`config.mk`:
```
export PLATFORM = sky130hd
export DESIGN_NAME = gif_subblock_code_unpacker_top
export DESIGN_NICKNAME = d
export VERILOG_FILES = /design/src/hw/rtl/gscu_pkg.sv /design/src/hw/rtl/gif_subblock_code_unpacker_top.sv /design/src/hw/rtl/gscu_core.sv /design/src/hw/rtl/gscu_skid.sv
export SDC_FILE = /design/constraint.sdc
export NUM_CORES = 1
export LEC_CHECK = 0
export ABC_AREA = 1
export BUFFER_PORTS_ARGS = -buffer_cell sky130_fd_sc_hd__buf_2
export CELL_PAD_IN_SITES_DETAIL_PLACEMENT = 1
export CELL_PAD_IN_SITES_GLOBAL_PLACEMENT = 1
export CORE_MARGIN = 2
export CORE_UTILIZATION = 39
export DETAILED_ROUTE_END_ITERATION = 8
export PLACE_DENSITY_LB_ADDON = 0.05
export SETUP_SLACK_MARGIN = 0.02
export SLEW_MARGIN = 20
export SYNTH_ARGS = -nofsm -noshare
export SYNTH_HDL_FRONTEND = slang
export SYNTH_SLANG_ARGS = --single-unit
export TNS_END_PERCENT = 30
```
`constraint.sdc`:
```
create_clock -name i_clk -period 2.7 [get_ports i_clk]
set_clock_uncertainty 0.2 [all_clocks]
set_input_delay 0.54 -clock i_clk [delete_from_list [all_inputs] [get_ports i_clk]]
set_output_delay 0.54 -clock i_clk [all_outputs]
set_load 0.05 [all_outputs]
```
`src/hw/rtl/gscu_pkg.sv`:
```
// Shared types and constants for the GIF sub-block code unpacker.
`timescale 1ns / 1ps
`default_nettype none

package gscu_pkg;

    localparam int CODE_W   = 12;
    localparam int STATUS_W = 3;
    localparam int BYTE_BITS = 8;

    localparam logic ACT_PUSH  = 1'b0;
    localparam logic ACT_FETCH = 1'b1;

    localparam logic [STATUS_W-1:0] ST_OK        = 3'd0;
    localparam logic [STATUS_W-1:0] ST_EOD       = 3'd1;
    localparam logic [STATUS_W-1:0] ST_NO_DATA   = 3'd2;
    localparam logic [STATUS_W-1:0] ST_NEED_MORE = 3'd3;
    localparam logic [STATUS_W-1:0] ST_FULL      = 3'd4;

    typedef struct packed {
        logic       action;
        logic [7:0] data_byte;
        logic       last_byte;
        logic [3:0] req_bits;
    } t_in;

    typedef struct packed {
        logic [CODE_W-1:0]   code;
        logic [STATUS_W-1:0] status;
    } t_out;

endpackage

`default_nettype wire

```
`src/hw/rtl/gif_subblock_code_unpacker_top.sv`:
```
// Top level of the GIF sub-block code unpacker.
//
// The input channel carries one beat per request: either a raw image-data
// byte to push (sub-block length or payload) or a request for the next code
// of a given width. Every input beat yields exactly one output beat holding
// a code and a status.
// The result of an accepted beat is registered in the result buffer, and one
// beat can be accepted in every cycle while the buffer has room: the state
// update and the code extraction are one shift, mask and compare between
// the state registers and the result register.
// A two-entry result buffer sits on the output. When the receiver stalls,
// one further beat is still accepted; input ready drops only when both
// entries hold results, and rises again as soon as one is taken.
// Reset clears the bit buffer and all flags, empties the result buffer and
// makes the next pushed byte a sub-block length.
`timescale 1ns / 1ps
`default_nettype none

module gif_subblock_code_unpacker_top #(
    parameter int MAX_CODE_BITS = 12,
    parameter int BUFFER_BITS   = 32
) (
    input  wire logic           i_clk,
    input  wire logic           i_rst_n,
    input  wire logic           i_in_valid,
    output logic                o_in_ready,
    input  wire gscu_pkg::t_in  i_in_data,
    output logic                o_out_valid,
    input  wire logic           i_out_ready,
    output gscu_pkg::t_out      o_out_data
);
    import gscu_pkg::*;

    logic accept;
    t_out result;

    assign accept = i_in_valid && o_in_ready;

    gscu_core #(
        .MAX_CODE_BITS (MAX_CODE_BITS),
        .BUFFER_BITS   (BUFFER_BITS)
    ) u_core (
        .i_clk    (i_clk),
        .i_rst_n  (i_rst_n),
        .i_accept (accept),
        .i_beat   (i_in_data),
        .o_result (result)
    );

    gscu_skid u_skid (
        .i_clk    (i_clk),
        .i_rst_n  (i_rst_n),
        .i_push   (accept),
        .i_result (result),
        .o_room   (o_in_ready),
        .o_valid  (o_out_valid),
        .i_ready  (i_out_ready),
        .o_result (o_out_data)
    );

    a_accept_gives_result: assert property (@(posedge i_clk) disable iff (!i_rst_n)
        accept |=> o_out_valid)
        else $error("accepted beat produced no result");

    a_stall_only_when_holding: assert property (@(posedge i_clk) disable iff (!i_rst_n)
        !o_in_ready |-> o_out_valid)
        else $error("input stalled with no result pending");

    a_status_range: assert property (@(posedge i_clk) disable iff (!i_rst_n)
        o_out_valid |-> (o_out_data.status <= ST_FULL))
        else $error("status code out of range");

    a_code_zero_on_error: assert property (@(posedge i_clk) disable iff (!i_rst_n)
        (o_out_valid && o_out_data.status != ST_OK) |-> (o_out_data.code == '0))
        else $error("nonzero code with error status");

endmodule

`default_nettype wire

```
`src/hw/rtl/gscu_core.sv`:
```
// Unpacker state and the combinational push and fetch logic.
`timescale 1ns / 1ps
`default_nettype none

module gscu_core #(
    parameter int MAX_CODE_BITS = 12,
    parameter int BUFFER_BITS   = 32
) (
    input  wire logic          i_clk,
    input  wire logic          i_rst_n,
    input  wire logic          i_accept,
    input  wire gscu_pkg::t_in i_beat,
    output gscu_pkg::t_out     o_result
);
    import gscu_pkg::*;

    localparam int HW = $clog2(BUFFER_BITS + 1);

    logic [BUFFER_BITS-1:0] r_buf, n_buf;
    logic [HW-1:0]          r_held, n_held;
    logic [7:0]             r_left, n_left;
    logic                   r_expect, n_expect;
    logic                   r_term, n_term;
    logic                   r_ended, n_ended;

    logic [HW-1:0]          size_ext;
    logic [HW-1:0]          cs;
    logic [BUFFER_BITS-1:0] mask;
    logic [BUFFER_BITS-1:0] masked;
    logic [HW:0]            held_plus_byte;
    logic                   full;

    always_comb begin
        size_ext = {{(HW-4){1'b0}}, i_beat.req_bits};
        if (size_ext == '0) begin
            cs = HW'(1);
        end else if (size_ext > HW'(MAX_CODE_BITS)) begin
            cs = HW'(MAX_CODE_BITS);
        end else begin
            cs = size_ext;
        end
        mask           = ~({BUFFER_BITS{1'b1}} << cs);
        masked         = r_buf & mask;
        held_plus_byte = {1'b0, r_held} + (HW+1)'(BYTE_BITS);
        full           = held_plus_byte > (HW+1)'(BUFFER_BITS);
    end

    always_comb begin
        n_buf    = r_buf;
        n_held   = r_held;
        n_left   = r_left;
        n_expect = r_expect;
        n_term   = r_term;
        n_ended  = r_ended;
        o_result.code   = '0;
        o_result.status = ST_OK;
        if (i_beat.action == ACT_PUSH) begin
            if (r_term) begin
                o_result.status = ST_EOD;
            end else if (r_ended) begin
                o_result.status = ST_NO_DATA;
            end else if (r_expect) begin
                if (i_beat.data_byte == 8'd0) begin
                    n_term = 1'b1;
                end else begin
                    n_left   = i_beat.data_byte;
                    n_expect = 1'b0;
                end
                if (i_beat.last_byte) begin
                    n_ended = 1'b1;
                end
            end else if (full) begin
                o_result.status = ST_FULL;
            end else begin
                n_buf  = r_buf | (BUFFER_BITS'(i_beat.data_byte) << r_held);
                n_held = r_held + HW'(BYTE_BITS);
                n_left = r_left - 8'd1;
                if (n_left == 8'd0) begin
                    n_expect = 1'b1;
                end
                if (i_beat.last_byte) begin
                    n_ended = 1'b1;
                end
            end
        end else begin
            if (r_held < cs) begin
                if (r_term) begin
                    o_result.status = ST_EOD;
                end else if (r_ended) begin
                    o_result.status = ST_NO_DATA;
                end else begin
                    o_result.status = ST_NEED_MORE;
                end
            end else begin
                o_result.code = masked[CODE_W-1:0];
                n_buf         = r_buf >> cs;
                n_held        = r_held - cs;
            end
        end
    end

    always_ff @(posedge i_clk) begin
        if (!i_rst_n) begin
            r_buf    <= '0;
            r_held   <= '0;
            r_left   <= '0;
            r_expect <= 1'b1;
            r_term   <= 1'b0;
            r_ended  <= 1'b0;
        end else if (i_accept) begin
            r_buf    <= n_buf;
            r_held   <= n_held;
            r_left   <= n_left;
            r_expect <= n_expect;
            r_term   <= n_term;
            r_ended  <= n_ended;
        end
    end

endmodule

`default_nettype wire

```
`src/hw/rtl/gscu_skid.sv`:
```
// Two-entry result buffer that keeps input acceptance going through a receiver stall.
`timescale 1ns / 1ps
`default_nettype none

module gscu_skid (
    input  wire logic           i_clk,
    input  wire logic           i_rst_n,
    input  wire logic           i_push,
    input  wire gscu_pkg::t_out i_result,
    output logic                o_room,
    output logic                o_valid,
    input  wire logic           i_ready,
    output gscu_pkg::t_out      o_result
);
    import gscu_pkg::*;

    logic r_out_valid;
    logic r_skid_valid;
    t_out r_out;
    t_out r_skid;
    logic pop;

    assign pop      = r_out_valid && i_ready;
    assign o_room   = !r_skid_valid;
    assign o_valid  = r_out_valid;
    assign o_result = r_out;

    always_ff @(posedge i_clk) begin
        if (!i_rst_n) begin
            r_out_valid  <= 1'b0;
            r_skid_valid <= 1'b0;
        end else if (r_skid_valid) begin
            if (pop) begin
                r_skid_valid <= 1'b0;
            end
        end else if (i_push) begin
            if (!r_out_valid || pop) begin
                r_out_valid <= 1'b1;
            end else begin
                r_skid_valid <= 1'b1;
            end
        end else if (pop) begin
            r_out_valid <= 1'b0;
        end
    end

    always_ff @(posedge i_clk) begin
        if (r_skid_valid) begin
            if (pop) begin
                r_out <= r_skid;
            end
        end else if (i_push) begin
            if (!r_out_valid || pop) begin
                r_out <= i_result;
            end else begin
                r_skid <= i_result;
            end
        end
    end

endmodule

`default_nettype wire

```
After elaboration in Yosys (flattened, before gate mapping) --
Index checks and enable logic that the tools add are counted.
Word-level totals: register bits after elaboration 81, bits in latches 0, bits in writable memories 0, bits in read-only memories 0, input port bits 18, output and inout port bits 17, word-level logic and storage cells 107, memories kept 0
Operators by class: add/sub/neg operators 4, multiply operators 0, divide/modulo/power cells 0, magnitude comparators 3, equal/unequal tests 9, shift operators 3, multiplexer cells 49, bitwise logic cells 8, reduce and logical (&&, ||, !) cells 19
Operator list (count):
- 32-bit 2-to-1 mux | 6
- 15-bit 2-to-1 mux | 4
- 6-bit 2-to-1 mux | 7
- 32-bit OR | 1
- 32-bit by 6-bit left shift with 12-bit output, first input constant | 1
- 8-bit by 6-bit left shift with 32-bit output | 1
- 32-bit by 6-bit right shift with 32-bit output | 1
- 12-bit 2-to-1 mux | 2
- 8-bit 2-to-1 mux | 3
- 1-bit 2-to-1 mux | 19
- 8-bit zero test | 2
- 3-bit 2-to-1 mux | 5
- 2-bit != test, second input constant | 7
- 12-bit bitwise AND | 1
- 12-bit inverter | 1
- 3-bit AND reduction | 4
- 6-bit AND reduction | 2
- 8-bit by 1-bit subtractor with 8-bit output, second input constant | 1
- 6-bit by 4-bit adder with 7-bit output, second input constant | 1
- 7-bit by 6-bit > comparator with 1-bit output, second input constant | 1
- 6-bit by 4-bit adder with 6-bit output, second input constant | 1
- 6-bit < comparator | 1
- 2-bit nonzero test | 3
- 6-bit subtractor | 1
- other kinds (11) | 19

Logic depth before layout (Yosys ltp) --
Gate-level depths: netlist of run 1.
depth after elaboration 11, gate-level depth with buffers 19, mapped depth without buffers 16

Cells and area by module --
Synthesis of run 1 repeated with hierarchy kept, for this count alone.
Unflattened totals: cells, all modules 969, area total of the unflattened synthesis 5982.0 um2
By module, submodules not included:
- gscu_core | instances 1, cells each 868, area each 4745.8 um2, seq. area each 980.9 um2
- gscu_skid | instances 1, cells each 99, area each 1228.7 um2, seq. area each 940.9 um2
- gif_subblock_code_unpacker_top | instances 1, cells each 2, area each 7.5 um2, seq. area each 0.0 um2

Worst setup path before layout of run 1 --
Ideal clock, no wire load.
path type input to register, start point input i_in_data[3] in the netlist's numbering, end point register u_core.r_buf[29], setup time 0.114 ns, arrival time 2.646 ns, required time 2.386 ns, path slack -0.259 ns, cell stages on the path 18, path buffers 4, cell sequence buf_4 nor2_4 nand2_4 nand2_4 buf_4 ha_1 inv_1 fa_1 nand3_2 nand3_2 nand2_2 nor2_4 inv_2 buf_6 buf_6 nand2_1 a21oi_1 nor2_1
Between the ends: word-level cells in the longest chain between the ends 6, elaborated cells between the ends (all ways) 10, those cells by class order compare (2); eq/ne (1); shift (1); mux (4); reduce/logical (2)
Ends and longest elaborated chain:
- from (decl) | RTL line gif_subblock_code_unpacker_top.sv:27 | input wire gscu_pkg::t_in i_in_data,
- 4-bit > comparator | RTL line gscu_core.sv:37 | end else if (size_ext > HW'(MAX_CODE_BITS)) begin
- 4-bit 2-to-1 mux | RTL line gscu_core.sv:37
- 6-bit 2-to-1 mux (*) | RTL line gscu_core.sv:35 | if (size_ext == '0) begin
- 6-bit < comparator or 32-bit by 6-bit right shift with 32-bit output (tied branches) | RTL line gscu_core.sv:86, gscu_core.sv:96
- 2-bit != test (no line) or 32-bit 2-to-1 mux (tied branches)
- 6-bit AND reduction (no line) or 32-bit 2-to-1 mux (tied branches)
- to (signal assigned) | RTL line gscu_core.sv:111 | r_buf <= n_buf;
- to (decl) | RTL line gscu_core.sv:19 | logic [BUFFER_BITS-1:0] r_buf, n_buf;
Every way passes the cells marked *; elsewhere a longest branch is shown, timed or not. The select of a mux whose other input is x is not followed. A chain may end at the register's enable or synchronous reset.

Worst setup path in the final report of run 1 --
start point input i_in_data[1] in the netlist's numbering, end point register u_core.r_buf[17]
The elaborated chain is that of the path after synthesis.

==> results.cfg, run 1 <==
[sta]
grt_setup_unrepaired = false
max_clock_freq_mhz = 422.9
maxSlewHeadroom = 0.6120
setup_viol_count_final = 0
period_share = 0.8758
worst_slew_pin_slew_ns = 0.5813
hold_viol = 0
finalCriticalPeriod_ns = 2.365
hold_ws_ns = 0.2704
fin_ws_ns = 0.3354
finalMaxSlewViolations = 0

[setup_path]
cpLargestDelayFamily = simple AND/OR/NAND/NOR gates
path_max_fanout = 22
worstPathRequired_ns = 2.76
slowest_delay_ns = 0.36
crit_type = in -> reg
worst-path-buf-inv = 5
cpMaxStageDelayCell = fa_2
critPathCaptureType = flop
worst_setup_path_start_kind = primary input
crit_arrival_ns = 2.42
crit_chain = buf_2 -> nor2_4 -> nand2_4 -> nand2_4 -> ha_4 -> inv_2 -> fa_2 -> nand3_4 -> nand4_1 -> nand3_2 -> nor2_4 -> buf_12 -> buf_4 -> a21oi_1 -> nor2_1 -> nand2_1 -> inv_1

[layout]
antenna_cells = 0
nNetsFinal = 1101
fin_util = 0.4528
multiInputGateArea_um2 = 3687
post_route_cells_drive_above_1_share = 0.1231
fin_cells = 1296
fillers = 2207
seq_area_um2 = 1922
area_growth_pct = 13.88

[detailed_routing]
ant_nets = 0
wl_met2_um = 10510
drtIter0Drc = 399
route.layer.met1.wl_um = 10250
drt_pre_antenna_iters = 5
top_layer_used = met4
finalWirelength_um = 22120
drc = 0
vias_per_cell = 5.282
num_vias = 6846
wl_met3_um = 763
wl_per_cell_um = 17.07

[global_routing]
grt_pass1_vias = 6666
grt_use_total = 0.2674
antenna_found_initial = 0
grt_pass1_wl_um = 35220
grt_max_degree = 36
gr-total-overflow = 0

[clock_network]
cts_resized = 0
cts_hold_repair.buffers = 0
cts_tree = yes
htree_num_levels = 3
numCtsBuffers = 9
clkSlewWorstSetupHoldPaths_ns = 0.07
cts.sinks = 81
cts_root_buffer = clkbuf_16
cts_setup_buffers = 0
clk-insertion-delay-late_ns = 0.36
cts_buffer_depth = 2

[synth]
synth_top_area_cell = nand2_1
ys_warn_count = 0
synth_top_area_frac = 0.2034
synthFlopType = dfxtp_1
synth_cell_type_count = 39
synth-edff-count = 30
async_flop_share = 0
synth_cells = 1040
synth_top_cells_by_area = nand2_1, nand3_1, dfxtp_1, edfxtp_1, inv_1
yosysMostFrequentCell = nand2_1
syn-cell-area_um2 = 6294
ys_ff_latch = 81
synth.yosys.seq_area_share = 0.3054
synth_fp_nets = 1066
synth_commonest_cells = nand2_1, nand3_1, inv_1, nor2_1, dfxtp_1
syn_area_per_cell_um2 = 6.051

[floorplanning]
io_pins = 35
rows = 46
die_y_um = 131.0
core_um2 = 15830
die_w_um = 131.0
initial_utilization = 0.3976
die_area_um2 = 17170

[placement]
numPortBuffers = 34
dp_slack_ns = -0.04075
dp_cells = 1280
globalplace.congestion = 0.8896
dp_hpwl_um = 16800

[status]
outcome = finished, final reports clean

[power_and_ir_drop]
vdd_ir_drop_max_mv = 0.3084
p_leak_nw = 3.588
power_w = 0.004081
p_per_area_nw_per_um2 = 569.4

[worst_hold_path]
hp-class = in -> reg

[job]
maxCapViolCount = 0
[cell type report]
class                      count  share of cell area
multi-input combinational    793              0.5145
sequential                    81              0.2682
timing repair buffer          82             0.07926
inverter                     108             0.05656
tap                          216             0.03771
clock buffer                   9             0.03142
clock inverter                 7             0.01240
[worst min-delay path, delay by kind of cell]
family          cells  cell delay, ns
compound gates      1            0.06
simple gates        1            0.07
buf+inv             1            0.10
[final timing paths]
check | from | end | slack [ns] | cells after the start
min reg2reg | u_core.r_left[6] | u_core.r_left[6] | 0.28 | 2
max reg2reg | u_core.r_held[0] | u_core.r_buf[22] | 0.37 | 14
max | i_in_data[1] | u_core.r_buf[17] | 0.34 | 17
min | i_in_data[4] | u_core.r_ended | 0.27 | 3
[flip-flops by register name, indices dropped and copies added, names as in the netlist]
signal and flops:
u_core.r_buf 32, u_skid.o_result 15, u_skid.r_skid 15, u_core.r_left 8, u_core.r_held 6, u_core.r_ended 1
u_core.r_expect 1, u_core.r_term 1, u_skid.o_valid 1, u_skid.r_skid_valid 1
[logic make-up after synthesis]
kind of cell	count (synthesis)	share of synthesized area
XOR/XNOR	8	0.01113
AO/OA/AOI/OAI	79	0.06680
AND/OR/NAND/NOR	698	0.4841
buffers and inverters	166	0.1155
flip-flops	81	0.3054
adder cells (fa/ha/maj)	8	0.01710
[metrics by stage]
| stage | setup TNS, ns | area [um2] |
|---|---|---|
| 5_1_grt | 0 | 7167 |
| 3_5_place_dp | -0.2260 | 6853 |
| 4_1_cts | 0 | 7167 |
| 2_1_floorplan | -0.1076 | 6354 |
| 6_report | 0 | 7167 |
| 3_3_place_gp | 0 | 6853 |
[routing by layer]
metal,vias up,GRT usage
met5,-,0
met4,0,0.09700
met3,35,0.02565
met2,137,0.4581
met1,3242,0.3504
li1,3432,-
[power by group]
group          leakage [nW]  total [W]  switching, W  internal, W
Combinational          2.73    0.00134      0.000912     0.000432
Sequential            0.710    0.00141     0.0000528      0.00136
Clock                 0.150    0.00132      0.000587     0.000737
[cell usage in the layout (no fill, tap or decap), types with 2 or more instances in the layout]
cell / count
a211oi_1: 4
a21oi_1: 34
buf_12: 3
buf_2: 34
buf_4: 45
clkbuf_16: 9
dfxtp_1: 51
edfxtp_1: 30
ha_1: 6
inv_1: 98
inv_2: 9
inv_6: 3
nand2_1: 340
nand2_2: 5
nand2_4: 3
nand3_1: 221
nand3_4: 2
nand3b_1: 4
nand4_1: 11
nor2_1: 91
nor2_2: 3
nor2_4: 4
nor3_1: 6
o21ai_0: 27
o21ai_1: 8
or2_2: 4
xnor2_1: 3
xor2_1: 5
Note: power is estimated with default switching activity, not from simulation.
==> run 2, diff against run 1 <==
--- a/config.mk
+++ b/config.mk
@@ -10,7 +10,7 @@
 export CELL_PAD_IN_SITES_DETAIL_PLACEMENT = 1
 export CELL_PAD_IN_SITES_GLOBAL_PLACEMENT = 1
 export CORE_MARGIN = 2
-export CORE_UTILIZATION = 39
+export CORE_UTILIZATION = 44
 export DETAILED_ROUTE_END_ITERATION = 8
 export PLACE_DENSITY_LB_ADDON = 0.05
 export SETUP_SLACK_MARGIN = 0.02
==> constraint.sdc (replaced) <==
create_clock -name i_clk -period 2.2 [get_ports i_clk]
set_clock_uncertainty 0.2 [all_clocks]
set_input_delay 0.44 -clock i_clk [delete_from_list [all_inputs] [get_ports i_clk]]
set_output_delay 0.44 -clock i_clk [all_outputs]
set_load 0.05 [all_outputs]
==> run 2 against run 1 <==
The run now ends with setup timing left. Largest cell class unchanged. Clock-buffer cell count unchanged. Global-route usage is 6.7 points higher. Clock power is 25% higher. Total power rose by 31%. Largest power group is now combinational logic. Core utilization rose by 10 points.
==> results.cfg, run 2 (synthesis gave the netlist of run 1 again) <==
[setup_path]
worst_setup_path_start_kind = flop
rrSetupSlack_ns = -0.1
critPathCaptureType = flop
crit_type = reg -> reg
r2r_cells = 13
cpMaxStageDelayCell = dfxtp_2
cp-startpoint = u_core.r_held[0]
reg2reg_to = u_core.r_held[1]
crit_chain = inv_4 -> ha_4 -> inv_4 -> fa_2 -> nand3_4 -> nand3_4 -> nand2_4 -> nor2_4 -> clkinv_4 -> buf_6 -> buf_4 -> o21ai_1 -> a21oi_1
worstPathRequired_ns = 2.24
path_max_fanout = 5
crit_arrival_ns = 2.33
cpLargestDelayFamily = buffers and inverters
reg2reg_from = u_core.r_held[0]
slowest_delay_ns = 0.37
worst-path-buf-inv = 5

[sta]
fin_ws_ns = -0.09651
hold_viol = 0
finalCriticalPeriod_ns = 2.297
maxSlewHeadroom = 0.6399
finalMaxSlewViolations = 0
grt_setup_unrepaired = true
setup_viol_count_final = 28
hold_ws_ns = 0.2074
worst_slew_pin_slew_ns = 0.5382
period_share = 1.044
max_clock_freq_mhz = 435.4

[layout]
final_cell_mix = nand2_1, nand3_1, inv_1
mostFrequentLayoutCell = nand2_1
final_area_um2 = 7755
area_growth_pct = 23.22
largest_reg_flops = 32
nNetsFinal = 1140
regMostFlops = u_core.r_buf
fin_cells = 1299
antenna_cells = 0
post_route_cells_drive_above_1_share = 0.1957

[floorplanning]
rows = 43
die_area_um2 = 15280
initial_utilization = 0.4516
io_pins = 35
core_um2 = 13930
die_w_um = 123.6
die_y_um = 123.6

[placement]
numPortBuffers = 34
dp_hpwl_um = 17290
dp_slack_ns = -0.5549
globalplace.congestion = 0.8978
dp_cells = 1260
placed_area_um2 = 6959

[clock_network]
clk-insertion-delay-late_ns = 0.36
cts.sinks = 81
htree_num_levels = 3
cts_buffer_depth = 2
clkSlewWorstSetupHoldPaths_ns = 0.08
numCtsBuffers = 9
cts_tree = yes
cts_root_buffer = clkbuf_16

[global_routing]
met1_usage = 0.4064
grt_pass1_wl_um = 39070
gr-total-overflow = 0
grt_max_degree = 36
grt_use_met3 = 0.03984
grt_use_total = 0.3347
antenna_found_initial = 0
grt.met2_usage = 0.5714
grt.busiest_layer = met2
grt_pass1_vias = 7486

[power_and_ir_drop]
power_w = 0.005349
p_leak_nw = 3.864
p_per_area_nw_per_um2 = 689.8
vdd_ir_drop_max_mv = 0.3851

[worst_hold_path]
holdCritStartpoint = i_in_data[4]
hp-class = in -> reg
hold_end = u_core.r_ended
min_path_cells = 3

[detailed_routing]
finalWirelength_um = 26230
drtIter0Drc = 635
wl_per_cell_um = 20.19
drc = 0
ant_nets = 0
num_vias = 7584
drt_pre_antenna_iters = 5
vias_per_cell = 5.838

[status]
violations = setup timing
outcome = finished with violations

[job]
maxCapViolCount = 0
[run 2: area by class of cell]
type                       count  area (um2)
clock buffer                   9       225.2
clock inverter                 7       82.58
fill                        1903        6180
inverter                     108       420.4
multi-input combinational    793        3869
sequential                    81        1924
tap                          180       225.2
timing repair buffer         121        1008
[run 2: worst max-delay path by stage]
stage	to	slack [ns]	cells after the start
floorplan	u_core.r_buf[29]	-0.44	18
global placement	u_core.r_buf[26]	-0.38	17
detailed placement	u_skid.o_result[1]	-0.55	15
CTS	u_skid.o_result[1]	-0.04	15
global route	u_core.r_buf[16]	-0.16	15
finish	u_core.r_held[1]	-0.1	13
[run 2: power by group]
| group | switching, W | internal (W) |
|---|---|---|
| Sequential | 0.0000732 | 0.00167 |
| Clock | 0.000748 | 0.000902 |
| Combinational | 0.00129 | 0.000672 |
| Total | 0.00211 | 0.00324 |
[run 2: stage by stage]
step	TNS [ns]	utilization
3_5_place_dp	-23.60	0.4994
5_1_grt	-4.047	0.5565
4_1_cts	-0.1581	0.5351
3_3_place_gp	-17.48	0.4994
6_report	-1.097	0.5565
2_1_floorplan	-18.08	-
[run 2: timing repair]
action	CTS	global route
pin swaps	16	23
resized for setup	35	54
cloned	1	3
buffers inserted	11	9
endpoints found under the setup margin	42	59
hold buffers	0	0
[run 2: worst min-delay path, stage by stage]
cell,delay (ns)
buf_2,0.11
nand3_1,0.10
a21oi_1,0.07
[run 2: metal layers]
metal / vias up / share of wire
li1: 3506 / -
met1: 3640 / 0.40
met2: 343 / 0.49
met3: 95 / 0.057
met4: 0 / 0.054
met5: - / 0
==> run 3, diff against run 2 <==
--- a/config.mk
+++ b/config.mk
@@ -10,7 +10,7 @@
 export CELL_PAD_IN_SITES_DETAIL_PLACEMENT = 1
 export CELL_PAD_IN_SITES_GLOBAL_PLACEMENT = 1
 export CORE_MARGIN = 2
-export CORE_UTILIZATION = 44
+export CORE_UTILIZATION = 37
 export DETAILED_ROUTE_END_ITERATION = 8
 export PLACE_DENSITY_LB_ADDON = 0.05
 export SETUP_SLACK_MARGIN = 0.02
==> run 3 against run 2 <==
The run still ends with setup timing left. Clock-buffer cell count did not move. Routed wire length down 9.6%. Largest power group unchanged. Sequential share of layout area increased by 0.22 points. Clock power barely moved. Hold slack worse by 0.054 ns. Worst setup slack improved by 0.0049 ns. First-iteration DRC count decreased by 45%. Register-to-register slack gained 0.08 ns. Core utilization shrank 9.3 points.
==> results.cfg, run 3 (synthesis gave the netlist of run 1 again) <==
[power_and_ir_drop]
seq_power_share = 0.333
p_leak_nw = 3.832
vdd_ir_drop_max_mv = 0.3970
p_sw_w = 0.002002
clockPowerShare = 0.314
p_comb_frac = 0.353
intPower_w = 0.003211
swShare = 0.3841
p_per_area_nw_per_um2 = 678.3
power_w = 0.005213

[sta]
maxSlewHeadroom = 0.6605
fin_ws_ns = -0.09162
max_clock_freq_mhz = 436.4
finalCriticalPeriod_ns = 2.292
finalMaxSlewViolations = 0
worst_slew_pin_slew_ns = 0.5092
grt_setup_unrepaired = true
setup_viol_count_final = 15
period_share = 1.042
hold_viol = 0

[layout]
antenna_cells = 0
regMostFlops = u_core.r_buf
area_growth_pct = 22.13
final_area_um2 = 7686
nNetsFinal = 1135
largest_reg_flops = 32
mostFrequentLayoutCell = nand2_1
final_cell_mix = nand2_1, nand3_1, inv_1
post_route_cells_drive_above_1_share = 0.1813

[setup_path]
slowest_delay_ns = 0.41
reg2reg_from = u_core.r_held[0]
endpoint = u_core.r_buf[8]
cpLargestDelayFamily = simple AND/OR/NAND/NOR gates
reg2reg_to = u_core.r_buf[8]
rrSetupSlack_ns = -0.02
crit_arrival_ns = 2.35
cp-startpoint = i_in_data[3]
cp_num_cells = 17
critPathCaptureType = flop
crit_type = in -> reg
cp_common_cell = nand2_4
crit_chain = buf_8 -> nor2_4 -> nand2_4 -> nand2_4 -> ha_4 -> inv_4 -> fa_2 -> nand3_4 -> nand3_4 -> nand2_4 -> nor2_4 -> buf_6 -> or2_2 -> inv_1 -> nand2_1 -> nand2_1 -> nor2_1
worst-path-buf-inv = 4
worstPathRequired_ns = 2.25
cpMaxStageDelayCell = fa_2
worst_setup_path_start_kind = primary input
path_max_fanout = 5
r2r_cells = 14

[detailed_routing]
num_vias = 7062
finalWirelength_um = 23710
drt_pre_antenna_iters = 4
drc = 0
vias_per_cell = 5.294
ant_nets = 0
drtIter0Drc = 351
wl_per_cell_um = 17.77

[floorplanning]
die_y_um = 134.4
rows = 47
die_area_um2 = 18070
die_w_um = 134.4
core_um2 = 16580
initial_utilization = 0.3795
io_pins = 35

[clock_network]
cts_tree = yes
cts_hold_repair.buffers = 0
clkSlewWorstSetupHoldPaths_ns = 0.07
htree_num_levels = 3
cts_root_buffer = clkbuf_16
numCtsBuffers = 9
cts.sinks = 81
cts_buffer_depth = 2
clk-insertion-delay-late_ns = 0.35

[worst_hold_path]
hp-class = in -> reg
min_path_cells = 3

[global_routing]
grt_pass1_vias = 7021
grt_use_total = 0.2630
gr-total-overflow = 0
grt_max_degree = 36
grt_pass1_wl_um = 37430
antenna_found_initial = 0

[placement]
placed_area_um2 = 7057
globalplace.congestion = 0.8373
dp_hpwl_um = 17240
numPortBuffers = 34

[status]
violations = setup timing
outcome = finished with violations

[job]
maxCapViolCount = 0
-- run 3: area by class of cell --
cell class | count | area [um2]
fill | 2248 | 8897
multi-input combinational | 793 | 3815
sequential | 81 | 1924
timing repair buffer | 116 | 947.2
inverter | 108 | 415.4
tap | 220 | 275.3
clock buffer | 9 | 225.2
clock inverter | 7 | 83.83
-- run 3: power by group through the flow --
stage                     clock (W)  sequential, W  combinational (W)
after global placement            0        0.00176            0.00169
after CTS                   0.00166        0.00173            0.00174
after floorplan                   0        0.00183            0.00111
after global routing        0.00172        0.00175            0.00204
final                       0.00164        0.00174            0.00184
after detailed placement          0        0.00177            0.00170
-- run 3: how the worst min path moves through the flow --
stage / from / slack (ns) / to
CTS: i_in_data[4] / 0.14 / u_core.r_ended
global placement: u_core.r_left[6] / 0.26 / u_core.r_left[6]
detailed placement: u_core.r_left[6] / 0.27 / u_core.r_left[6]
global route: i_in_data[4] / 0.15 / u_core.r_ended
floorplan: u_core.r_left[6] / 0.24 / u_core.r_left[6]
finish: i_in_data[4] / 0.15 / u_core.r_ended
-- run 3: layer usage --
metal  vias up  global-route usage  share of wire
met1      3379              0.3473           0.46
met2       139              0.4399           0.47
met5         -                   0              0
met4         0              0.1047          0.035
li1       3501                   -              -
met3        43             0.02872          0.031
-- run 3: timing repair --
item | in CTS | in global routing
cloned | 0 | 4
pin swaps | 4 | 25
setup buffers | 3 | 4
gates resized for setup | 14 | 41
endpoints found under the setup margin | 35 | 47
-- run 3: worst min-delay path, delay by kind of cell --
family                 cells  cell delay [ns]
AO/OA/AOI/OAI              1             0.05
AND/OR/NAND/NOR            1             0.07
buffers and inverters      1             0.10
-- run 3: through the flow --
| stage | util | hold slack [ns] | cells | worst slack [ns] | setup TNS, ns |
|---|---|---|---|---|---|
| 6_report | 0.4635 | 0.1538 | 1334 | -0.09162 | -0.4179 |
| 5_1_grt | 0.4635 | 0.1542 | 1334 | -0.1510 | -3.133 |
| 4_1_cts | 0.4485 | 0.1448 | 1327 | 0.01155 | 0 |
| 3_5_place_dp | 0.4255 | 0.2651 | 1308 | -0.4343 | -20.22 |
| 3_3_place_gp | 0.4255 | 0.2554 | 1308 | -0.3980 | -17.70 |
| 2_1_floorplan | - | 0.2436 | 1040 | -0.4392 | -18.08 |
